===== config.mk =====
export PLATFORM = sky130hd
export DESIGN_NAME = longest_prefix_match_lookup
export DESIGN_NICKNAME = d
export VERILOG_FILES = /design/src/rtl/lpm_pkg.sv /design/src/rtl/lpm_ctrl.sv /design/src/rtl/lpm_dpath.sv /design/src/rtl/longest_prefix_match_lookup.sv
export SDC_FILE = /design/constraint.sdc
export NUM_CORES = 2
export LEC_CHECK = 0
export ABC_CLOCK_PERIOD_IN_PS = 7650
export CORE_UTILIZATION = 60
export CTS_CLUSTER_DIAMETER = 120
export DETAILED_ROUTE_END_ITERATION = 12
export DONT_BUFFER_PORTS = 1
export PLACE_DENSITY = 0.77
export RECOVER_POWER = 100
export SKIP_CTS_REPAIR_TIMING = 1
export SYNTH_ARGS = -nofsm -noshare
export SYNTH_HDL_FRONTEND = slang
export SYNTH_HIERARCHICAL = 1
export SYNTH_SLANG_ARGS = --single-unit

===== constraint.sdc =====
create_clock -name clk -period 7.65 [get_ports clk]
set_clock_uncertainty 0.1 [all_clocks]
set_input_delay 1.53 -clock clk [delete_from_list [all_inputs] [get_ports clk]]
set_output_delay 1.53 -clock clk [all_outputs]
set_load 0.02 [all_outputs]

===== src/rtl/lpm_pkg.sv =====
`default_nettype none
// ----------------------------------------------------------------------------
// lpm_pkg: shared types and constants for the longest-prefix-match lookup
// Field widths, item encodings, controller states and the command/status
// bundles that join the controller and the datapath.
// ----------------------------------------------------------------------------
package lpm_pkg;

	localparam int ADDR_W    = 32;
	localparam int IFACE_W   = 4;
	localparam int SLOT_W    = 5;
	localparam int S_DATA_W  = 112;  // 106 bits of fields, padded to bytes
	localparam int M_DATA_W  = 40;   // 36 bits of fields, padded to bytes

	// item kind carried in s_tuser
	typedef enum logic {
		OP_WRITE  = 1'b0,
		OP_LOOKUP = 1'b1
	} op_t;

	// one route table entry as stored in the table memory
	typedef struct packed {
		logic               valid;
		logic [IFACE_W-1:0] iface;
		logic [ADDR_W-1:0]  mask;
		logic [ADDR_W-1:0]  dest;
	} route_t;

	typedef enum logic [2:0] {
		ST_CLEAR,
		ST_IDLE,
		ST_SCAN,
		ST_DRAIN,
		ST_OUT
	} state_t;

	// controller to datapath
	typedef struct packed {
		logic clr_wr;      // write an empty entry at the scan index
		logic ent_wr;      // store the entry of the input beat
		logic scan_start;  // latch lookup address, clear the best match
		logic rd;          // read the entry at the scan index
		logic idx_inc;
		logic idx_clr;
		logic load_out;    // move the best match into the output register
	} cmd_t;

	// datapath to controller
	typedef struct packed {
		logic idx_last;
		logic out_busy;
	} sts_t;

endpackage

`default_nettype wire


===== src/rtl/lpm_ctrl.sv =====
`default_nettype none
// ----------------------------------------------------------------------------
// lpm_ctrl: sequencing controller
// Runs the clearing pass after reset, takes input beats, steps the table
// scan for lookups and hands the result to the output register.
// ----------------------------------------------------------------------------
module lpm_ctrl
	import lpm_pkg::*;
(
	input  wire logic clk,
	input  wire logic arst_n,
	input  wire logic s_tvalid,
	output logic      s_tready,
	input  wire logic s_tuser,   // [0] op
	input  wire sts_t sts,
	output cmd_t      cmd
);

	state_t state_q;
	state_t state_d;

	// state register
	always_ff @(posedge clk or negedge arst_n) begin
		if (!arst_n) begin
			state_q <= ST_CLEAR;
		end else begin
			state_q <= state_d;
		end
	end

	// next state and commands
	always_comb begin
		state_d  = state_q;
		cmd      = '0;
		s_tready = 1'b0;
		case (state_q)
			ST_CLEAR: begin
				cmd.clr_wr = 1'b1;
				if (sts.idx_last) begin
					cmd.idx_clr = 1'b1;
					state_d     = ST_IDLE;
				end else begin
					cmd.idx_inc = 1'b1;
				end
			end
			ST_IDLE: begin
				s_tready = 1'b1;
				if (s_tvalid) begin
					if (op_t'(s_tuser) == OP_LOOKUP) begin
						cmd.scan_start = 1'b1;
						state_d        = ST_SCAN;
					end else begin
						cmd.ent_wr = 1'b1;
					end
				end
			end
			ST_SCAN: begin
				cmd.rd = 1'b1;
				if (sts.idx_last) begin
					cmd.idx_clr = 1'b1;
					state_d     = ST_DRAIN;
				end else begin
					cmd.idx_inc = 1'b1;
				end
			end
			// last entry read is compared in this cycle
			ST_DRAIN: begin
				state_d = ST_OUT;
			end
			ST_OUT: begin
				if (!sts.out_busy) begin
					cmd.load_out = 1'b1;
					state_d      = ST_IDLE;
				end
			end
			default: begin
				state_d = ST_IDLE;
			end
		endcase
	end

endmodule

`default_nettype wire


===== src/rtl/lpm_dpath.sv =====
`default_nettype none
// ----------------------------------------------------------------------------
// lpm_dpath: route table datapath
// Table memory, scan index, registered read, match compare, best-match
// registers and the output register.
// ----------------------------------------------------------------------------
module lpm_dpath
	import lpm_pkg::*;
#(
	parameter int TABLE_ENTRIES = 32
) (
	input  wire logic                clk,
	input  wire logic                arst_n,
	input  wire cmd_t                cmd,
	output sts_t                     sts,
	input  wire logic [S_DATA_W-1:0] s_tdata,
	output logic                     m_tvalid,
	input  wire logic                m_tready,
	output logic [M_DATA_W-1:0]      m_tdata,
	output logic                     m_tuser
);

	localparam int IDX_W = (TABLE_ENTRIES > 1) ? $clog2(TABLE_ENTRIES) : 1;

	// input beat fields
	logic [SLOT_W-1:0]  entry_index;
	logic [ADDR_W-1:0]  entry_dest;
	logic [ADDR_W-1:0]  entry_mask;
	logic [IFACE_W-1:0] entry_iface;
	logic               entry_valid;
	logic [ADDR_W-1:0]  lookup_addr;

	assign entry_index = s_tdata[4:0];
	assign entry_dest  = s_tdata[36:5];
	assign entry_mask  = s_tdata[68:37];
	assign entry_iface = s_tdata[72:69];
	assign entry_valid = s_tdata[73];
	assign lookup_addr = s_tdata[105:74];

	route_t             mem [TABLE_ENTRIES];
	logic [IDX_W-1:0]   idx_q;
	route_t             rd_s1;
	logic               rd_vld_s1;
	logic [ADDR_W-1:0]  addr_q;
	logic               hit_q;
	logic [ADDR_W-1:0]  mask_q;
	logic [IFACE_W-1:0] iface_q;
	logic               out_vld_q;
	logic               out_found_q;
	logic [ADDR_W-1:0]  out_mask_q;
	logic [IFACE_W-1:0] out_iface_q;

	logic [31:0]        slot_ext;
	logic               slot_ok;
	logic [IDX_W-1:0]   wr_addr;
	route_t             wr_ent;
	logic               match;
	logic               take;

	// write address; slots past the table are dropped
	assign slot_ext = 32'(entry_index);
	assign slot_ok  = slot_ext < 32'(TABLE_ENTRIES);
	assign wr_addr  = slot_ext[IDX_W-1:0];

	always_comb begin
		wr_ent.valid = entry_valid;
		wr_ent.iface = entry_iface;
		wr_ent.mask  = entry_mask;
		wr_ent.dest  = entry_dest;
	end

	// table write port
	always_ff @(posedge clk) begin
		if (cmd.clr_wr) begin
			mem[idx_q] <= '0;
		end else if (cmd.ent_wr && slot_ok) begin
			mem[wr_addr] <= wr_ent;
		end
	end

	// table read port, registered
	always_ff @(posedge clk) begin
		if (cmd.rd) begin
			rd_s1 <= mem[idx_q];
		end
	end

	always_ff @(posedge clk or negedge arst_n) begin
		if (!arst_n) begin
			rd_vld_s1 <= 1'b0;
		end else begin
			rd_vld_s1 <= cmd.rd;
		end
	end

	// scan index
	always_ff @(posedge clk or negedge arst_n) begin
		if (!arst_n) begin
			idx_q <= '0;
		end else if (cmd.idx_clr) begin
			idx_q <= '0;
		end else if (cmd.idx_inc) begin
			idx_q <= idx_q + 1'b1;
		end
	end

	assign sts.idx_last = (idx_q == IDX_W'(TABLE_ENTRIES - 1));
	assign sts.out_busy = out_vld_q && !m_tready;

	// match and priority: larger mask wins, earlier entry keeps a tie
	assign match = rd_vld_s1 && rd_s1.valid && ((addr_q & rd_s1.mask) == rd_s1.dest);
	assign take  = match && (!hit_q || (rd_s1.mask > mask_q));

	always_ff @(posedge clk) begin
		if (cmd.scan_start) begin
			addr_q <= lookup_addr;
		end
	end

	// best match so far
	always_ff @(posedge clk or negedge arst_n) begin
		if (!arst_n) begin
			hit_q <= 1'b0;
		end else if (cmd.scan_start) begin
			hit_q <= 1'b0;
		end else if (take) begin
			hit_q <= 1'b1;
		end
	end

	always_ff @(posedge clk) begin
		if (cmd.scan_start) begin
			mask_q  <= '0;
			iface_q <= '0;
		end else if (take) begin
			mask_q  <= rd_s1.mask;
			iface_q <= rd_s1.iface;
		end
	end

	// output register
	always_ff @(posedge clk or negedge arst_n) begin
		if (!arst_n) begin
			out_vld_q <= 1'b0;
		end else if (cmd.load_out) begin
			out_vld_q <= 1'b1;
		end else if (m_tready) begin
			out_vld_q <= 1'b0;
		end
	end

	always_ff @(posedge clk) begin
		if (cmd.load_out) begin
			out_found_q <= hit_q;
			out_mask_q  <= mask_q;
			out_iface_q <= iface_q;
		end
	end

	assign m_tvalid = out_vld_q;
	assign m_tuser  = out_found_q;
	assign m_tdata  = {4'b0000, out_mask_q, out_iface_q};

endmodule

`default_nettype wire


===== src/rtl/longest_prefix_match_lookup.sv =====
`default_nettype none
// ----------------------------------------------------------------------------
// longest_prefix_match_lookup: IPv4 route table with longest-prefix match
// Write beats store route entries; lookup beats scan the table and return
// the longest matching route.
// ----------------------------------------------------------------------------
// A write beat (op = 0) is stored in the table as it is accepted and gives
// no result. A lookup beat (op = 1) reads the table memory one entry per
// cycle through its single read port: the scan reads every entry, the drain
// state compares the last entry read and the output state then loads the
// result into the output register. The next beat is taken once the result
// has moved into the output register; a result still waiting in that
// register holds the next lookup back until it is taken. After reset a
// clearing pass empties the table, and no beat is accepted until it is
// done. The result carries found in m_tuser; with no match the interface
// and mask are zero. A 0.0.0.0/0 route matches every address.
// ----------------------------------------------------------------------------
module longest_prefix_match_lookup
	import lpm_pkg::*;
#(
	parameter int TABLE_ENTRIES = 32
) (
	input  wire logic                clk,
	input  wire logic                arst_n,
	input  wire logic                s_tvalid,
	output logic                     s_tready,
	// entry_index, entry_dest, entry_mask, entry_iface, entry_valid, lookup_addr
	input  wire logic [S_DATA_W-1:0] s_tdata,
	input  wire logic                s_tuser,   // op
	output logic                     m_tvalid,
	input  wire logic                m_tready,
	output logic [M_DATA_W-1:0]      m_tdata,   // out_iface, best_mask
	output logic                     m_tuser    // found
);

	cmd_t cmd;
	sts_t sts;

	lpm_ctrl u_ctrl (
		.clk      (clk),
		.arst_n   (arst_n),
		.s_tvalid (s_tvalid),
		.s_tready (s_tready),
		.s_tuser  (s_tuser),
		.sts      (sts),
		.cmd      (cmd)
	);

	lpm_dpath #(
		.TABLE_ENTRIES (TABLE_ENTRIES)
	) u_dpath (
		.clk      (clk),
		.arst_n   (arst_n),
		.cmd      (cmd),
		.sts      (sts),
		.s_tdata  (s_tdata),
		.m_tvalid (m_tvalid),
		.m_tready (m_tready),
		.m_tdata  (m_tdata),
		.m_tuser  (m_tuser)
	);

endmodule

`default_nettype wire

Word level (Yosys, flattened, before mapping)
Memory sizes are Yosys's and may differ from the RTL's. A register that Yosys moved wholly into a read port is not among the register bits. Index checks and enable logic that the tools add are counted.

Word-level logic and storage cells: 74. Bits of input ports: 117. Output and inout port bits: 43. Memories kept: 1. Register bits: 116. Memory bits (writable): 2208.

Add/sub/neg operators: 1. Order comparisons: 2. Reduce and logical (&&, ||, !) cells: 15. Bitwise logic cells: 1. Equality and inequality tests: 11. Mux-type cells: 32.

Memories: u_dpath.mem (words 32, bits a word 69, read ports 1, clocked after memory_dff 1, write ports 1, RTL line lpm_dpath.sv:40) `route_t mem [TABLE_ENTRIES];`.

Operator list (count): 69-bit 2-to-1 mux (1); 69-bit OR reduction (1); 32-bit bitwise AND (1); 32-bit equality test (1); 32-bit greater-than comparator (1); 1-bit 2-to-1 mux (19); 3-bit 2-to-1 mux (5); 5-bit 2-to-1 mux (3); 3-bit case mux with 5 select lines (1); 2-bit != test, second input constant (5); 3-bit by 2-bit equality test with 1-bit output, second input constant (2); 5-bit by 6-bit less-than comparator with 1-bit output, second input constant (1); 2-bit 2-to-1 mux (3); 2-bit nonzero test (3); 5-bit by 1-bit adder with 5-bit output, second input constant (1); 5-bit equality test, second input constant (1); 1-bit logical AND (5); 5-bit AND reduction (1); 3-bit by 1-bit equality test with 1-bit output, second input constant (1); 3-bit equality test, second input constant (1); 3-bit zero test (1); 1-bit zero test (2); 2-bit OR reduction (1); 1-bit logical OR (1).

Longest topological paths before layout
Word-level depth: 9. Gate-level depth with buffers: 11. Mapped depth without buffers: 9.

Hierarchy
Netlist, hierarchy kept.

By module, submodules not included: lpm_dpath (cells each 3798, sequential area each 71368.4 µm², area an instance 91337.6 µm², instances 1); lpm_ctrl (cells each 21, sequential area each 75.1 µm², area an instance 206.4 µm², instances 1).

Worst setup path after synthesis
No wires, ideal clock.

Kind: input to register. From: input port s_tvalid. To: memory u_dpath/mem[24][0] (netlist name) (enable). Library setup time: 0.497 ns. Required time: 7.053 ns. Data arrival time: 5.919 ns. Cell stages on the path: 7. Path slack: 1.135 ns. Path buffers: 1. Cells stage by stage: nand2_1 -> nor2_1 -> nor2b_1 -> clkbuf_1 -> mux2_2 -> or3_1 -> nor2_1.

RTL lines: start, declared (RTL line longest_prefix_match_lookup.sv:25) `input wire logic s_tvalid,`; end, declared (RTL line lpm_dpath.sv:40).

==> summary.txt <==
Status
  • Status: complete, but fails checks
  • Failing checks: max-capacitance violations, max-slew violations

Yosys
  • Post-synth EDFFs: 2346
  • Cell count after synthesis: 3819
  • Most used DFF post-synth: edfxtp_1
  • Sequential area share after synthesis: 78.0%
  • Syn_area_per_cell: 24.0 sq um
  • Synthesized area: 0.0915 sq mm
  • Share of synthesized registers carrying an async set or reset: 0.460%
  • Warnings from Yosys: 6
  • Synth Register Bits: 2393
  • Synth cell types: 49

STA
  • Slew headroom: -146%
  • RSZ-0062 raised after global routing: false
  • Period utilization: 82.8%
  • Setup TNS: 0 ps
  • Final setup vio count: 0
  • Final Hold Viols: 0
  • Worst-Margin Slew: 3690 ps
  • Fin. max-slew vios: 1496
  • Worst hold slack: 266 ps
  • Minimum clock period: 6340 ps
  • Maximum clock frequency: 158 MHz

Floorplanning
  • Total die area: 0.154 sq mm
  • Num ports: 160
  • Die Y-Extent: 393 um
  • Die X: 393 um
  • Row count: 142
  • Initial Util: 60.8%
  • Core area: 0.151 sq mm

GRT
  • Number of global-route vias before repair: 43600
  • GRT Overall Usage: 30.6%
  • Largest net degree at the start of global routing: 151
  • First-pass GRT wire length: 324000 um
  • Global route total overflow: 0
  • Initial antenna violation count: 35

Layout
  • Layout cells sized above 1: 28.3%
  • Non-Filler Instances: 6177
  • Fin util: 67.5%
  • Area grow syn2layout: 11.1%
  • Nets@finish: 4098

Clocking
  • Clock sink count: 2393
  • CTS tree: built
  • CTS Root Cell: clkbuf_16
  • Clock Latency Late Sink: 850 ps
  • Clock slew at reported path FFs: 60 ps
  • Clock buffer depth: 3
  • Clock buffer count from CTS: 220
  • H-tree depth: 4

Placement
  • Post-Place Cells: 5740
  • GP Congestion: 0.835
  • I/O Buffers: 0
  • Hpwl dp: 117000 um

Pwr
  • VDD IR max: 394 uV
  • Power Dens Cells: 378 mW/mm^2
  • Pleak: 33.2 nW
  • Design Power: 38.4 mW

Setup path
  • Critical Path Sink Type: register
  • Data required, critical path: 7980 ps
  • WS Path Type: reg2reg
  • CP max-delay cell: clkbuf_2
  • Worst setup SP type: register
  • Worst-path cell chain: nor3b_1 > nand2_1 > nor2_1 > nor2b_1 > buf_4 > mux2i_1 > nand3_1 > nor2_4 > clkbuf_2
  • Worst path max stage delay: 1200 ps
  • CP Max Fanout: 32
  • WP data arrival: 6670 ps

Drt
  • Drt total wl: 230000 um
  • DRT iter0 DRCs: 6097
  • Via density: 6.99
  • DRT antenna net count: 0
  • Drt first pass iters: 8
  • Vias: 43200
  • Drt wl/cell: 37.2 um
  • Remaining DRCs: 0

Job
  • Maxcap violations: 50

Worst hold path
  • Hold WC Path Type: in2async
## metal layers
| metal | GRT usage (%) | wire (um) | vias to the layer above |
|---|---|---|---|
| li1 | - | - | 16600 |
| met1 | 40.9 | 79300 | 22600 |
| met2 | 48.1 | 112000 | 3456 |
| met3 | 9.65 | 31300 | 484 |
| met4 | 10.7 | 7870 | 20 |
| met5 | 0 | 133 | - |
## metrics by stage
stage,cell area [sq um],setup slack (ps)
floorplan,91600,1130
global placement,94600,1980
detailed placement,94600,1930
CTS,102000,2450
global route,102000,1120
finish,102000,1310
## final timing paths
kind	endpoint	startpoint	depth (start not counted)	slack (ps)
max	u_dpath/mem[7][27]	u_ctrl/state_q[0]	9	1310
min	u_dpath/hit_q	arst_n	0	270
max reg2reg	u_dpath/mem[7][27]	u_ctrl/state_q[0]	9	1310
min reg2reg	u_dpath/out_iface_q[1]	u_dpath/iface_q[1]	0	340
max in group asynchronous	u_dpath/idx_q[4]	arst_n	0	7070
min in group clk	u_dpath/out_iface_q[1]	u_dpath/iface_q[1]	0	340
## final cells by class
| type | count | area (sq um) |
|---|---|---|
| diodes | 22 | 55.1 |
| clock inverters | 150 | 1560 |
| repair buffers | 99 | 1020 |
| inverters | 35 | 131 |
| fillers | 8737 | 49000 |
| multi-input cells | 1198 | 19200 |
| well taps | 2016 | 2520 |
| clock buffers | 264 | 5760 |
| flip-flops and latches | 2393 | 71500 |
## cell usage after synthesis, types with 2 or more instances
| master | count | area [sq um] |
|---|---|---|
| buf_1 | 20 | 75.1 |
| nand2_1 | 41 | 154 |
| a31oi_1 | 2 | 12.5 |
| mux4_2 | 690 | 15500 |
| a21o_1 | 4 | 30.0 |
| nor2_1 | 45 | 169 |
| o21ai_0 | 37 | 185 |
| mux2_2 | 70 | 788 |
| buf_6 | 3 | 33.8 |
| and2_1 | 72 | 450 |
| nor3_1 | 4 | 20.0 |
| nand3_1 | 49 | 245 |
| mux2i_1 | 6 | 60.1 |
| xor2_1 | 31 | 272 |
| nor4_1 | 5 | 31.3 |
| buf_4 | 39 | 293 |
| clkbuf_1 | 104 | 390 |
| or3_1 | 3 | 18.8 |
| inv_1 | 34 | 128 |
| nor2b_1 | 7 | 43.8 |
| nand4_1 | 17 | 106 |
| and3_1 | 3 | 18.8 |
| edfxtp_1 | 2346 | 70400 |
| buf_2 | 30 | 150 |
| a21oi_1 | 52 | 260 |
| ha_1 | 34 | 425 |
| dfxtp_1 | 36 | 721 |
| o31ai_1 | 2 | 15.0 |
| dfrtp_1 | 11 | 275 |
| a21boi_0 | 3 | 22.5 |
## flip-flops by register name, indices dropped and copies added, names as in the netlist
register and cells:
u_dpath/mask_q 32, u_dpath/addr_q 32, u_dpath/out_iface_q 4, u_dpath/mem 2208, u_dpath/rd_s1 69, u_dpath/iface_q 4, u_dpath/m_tuser 1, u_dpath/out_mask_q 32
u_dpath/idx_q 5, u_ctrl/state_q 3, u_dpath/hit_q 1, u_dpath/rd_vld_s1 1, u_dpath/m_tvalid 1
## cells in the final DEF (no fill, tap or decap), types with 37 or more instances in the layout
cell type	count
and2_1	38
o21ai_0	37
a21oi_1	52
edfxtp_1	2346
mux2_2	38
clkbuf_16	222
nand2_1	41
clkinv_1	42
nand3_1	49
clkbuf_1	56
mux4_2	690
clkinv_2	52
buf_4	37
## worst max-delay path: cells and delay by family (launching register included)
family	cells	cell delay (ps)
and+or+nand+nor	6	3060
buffers and inverters	2	1690
muxes	1	520
DFF	1	490
## logic make-up (layout without fill, tap and decap cells)
| logic type | after synthesis | after routing | share of synthesized area [%] |
|---|---|---|---|
| xor gates and xnor gates | 32 | 32 | 0.306 |
| adders and majority gates | 34 | 34 | 0.465 |
| DFF | 2393 | 2393 | 78.0 |
| AOI/OAI and AO/OA | 107 | 107 | 0.633 |
| muxes | 766 | 766 | 17.9 |
| and+or+nand+nor | 255 | 255 | 1.47 |
| other | 1 | 26 | 0.00410 |
| buffers and inverters | 231 | 548 | 1.17 |
## where the power goes
group	internal, mW	total (mW)	switching (mW)	leakage [nW]
Sequential	16.0	16.9	0.886	23.2
Clock	6.24	11.1	4.85	3.58
Combinational	4.74	10.4	5.68	6.43
Power figures use the tool's default switching activity.
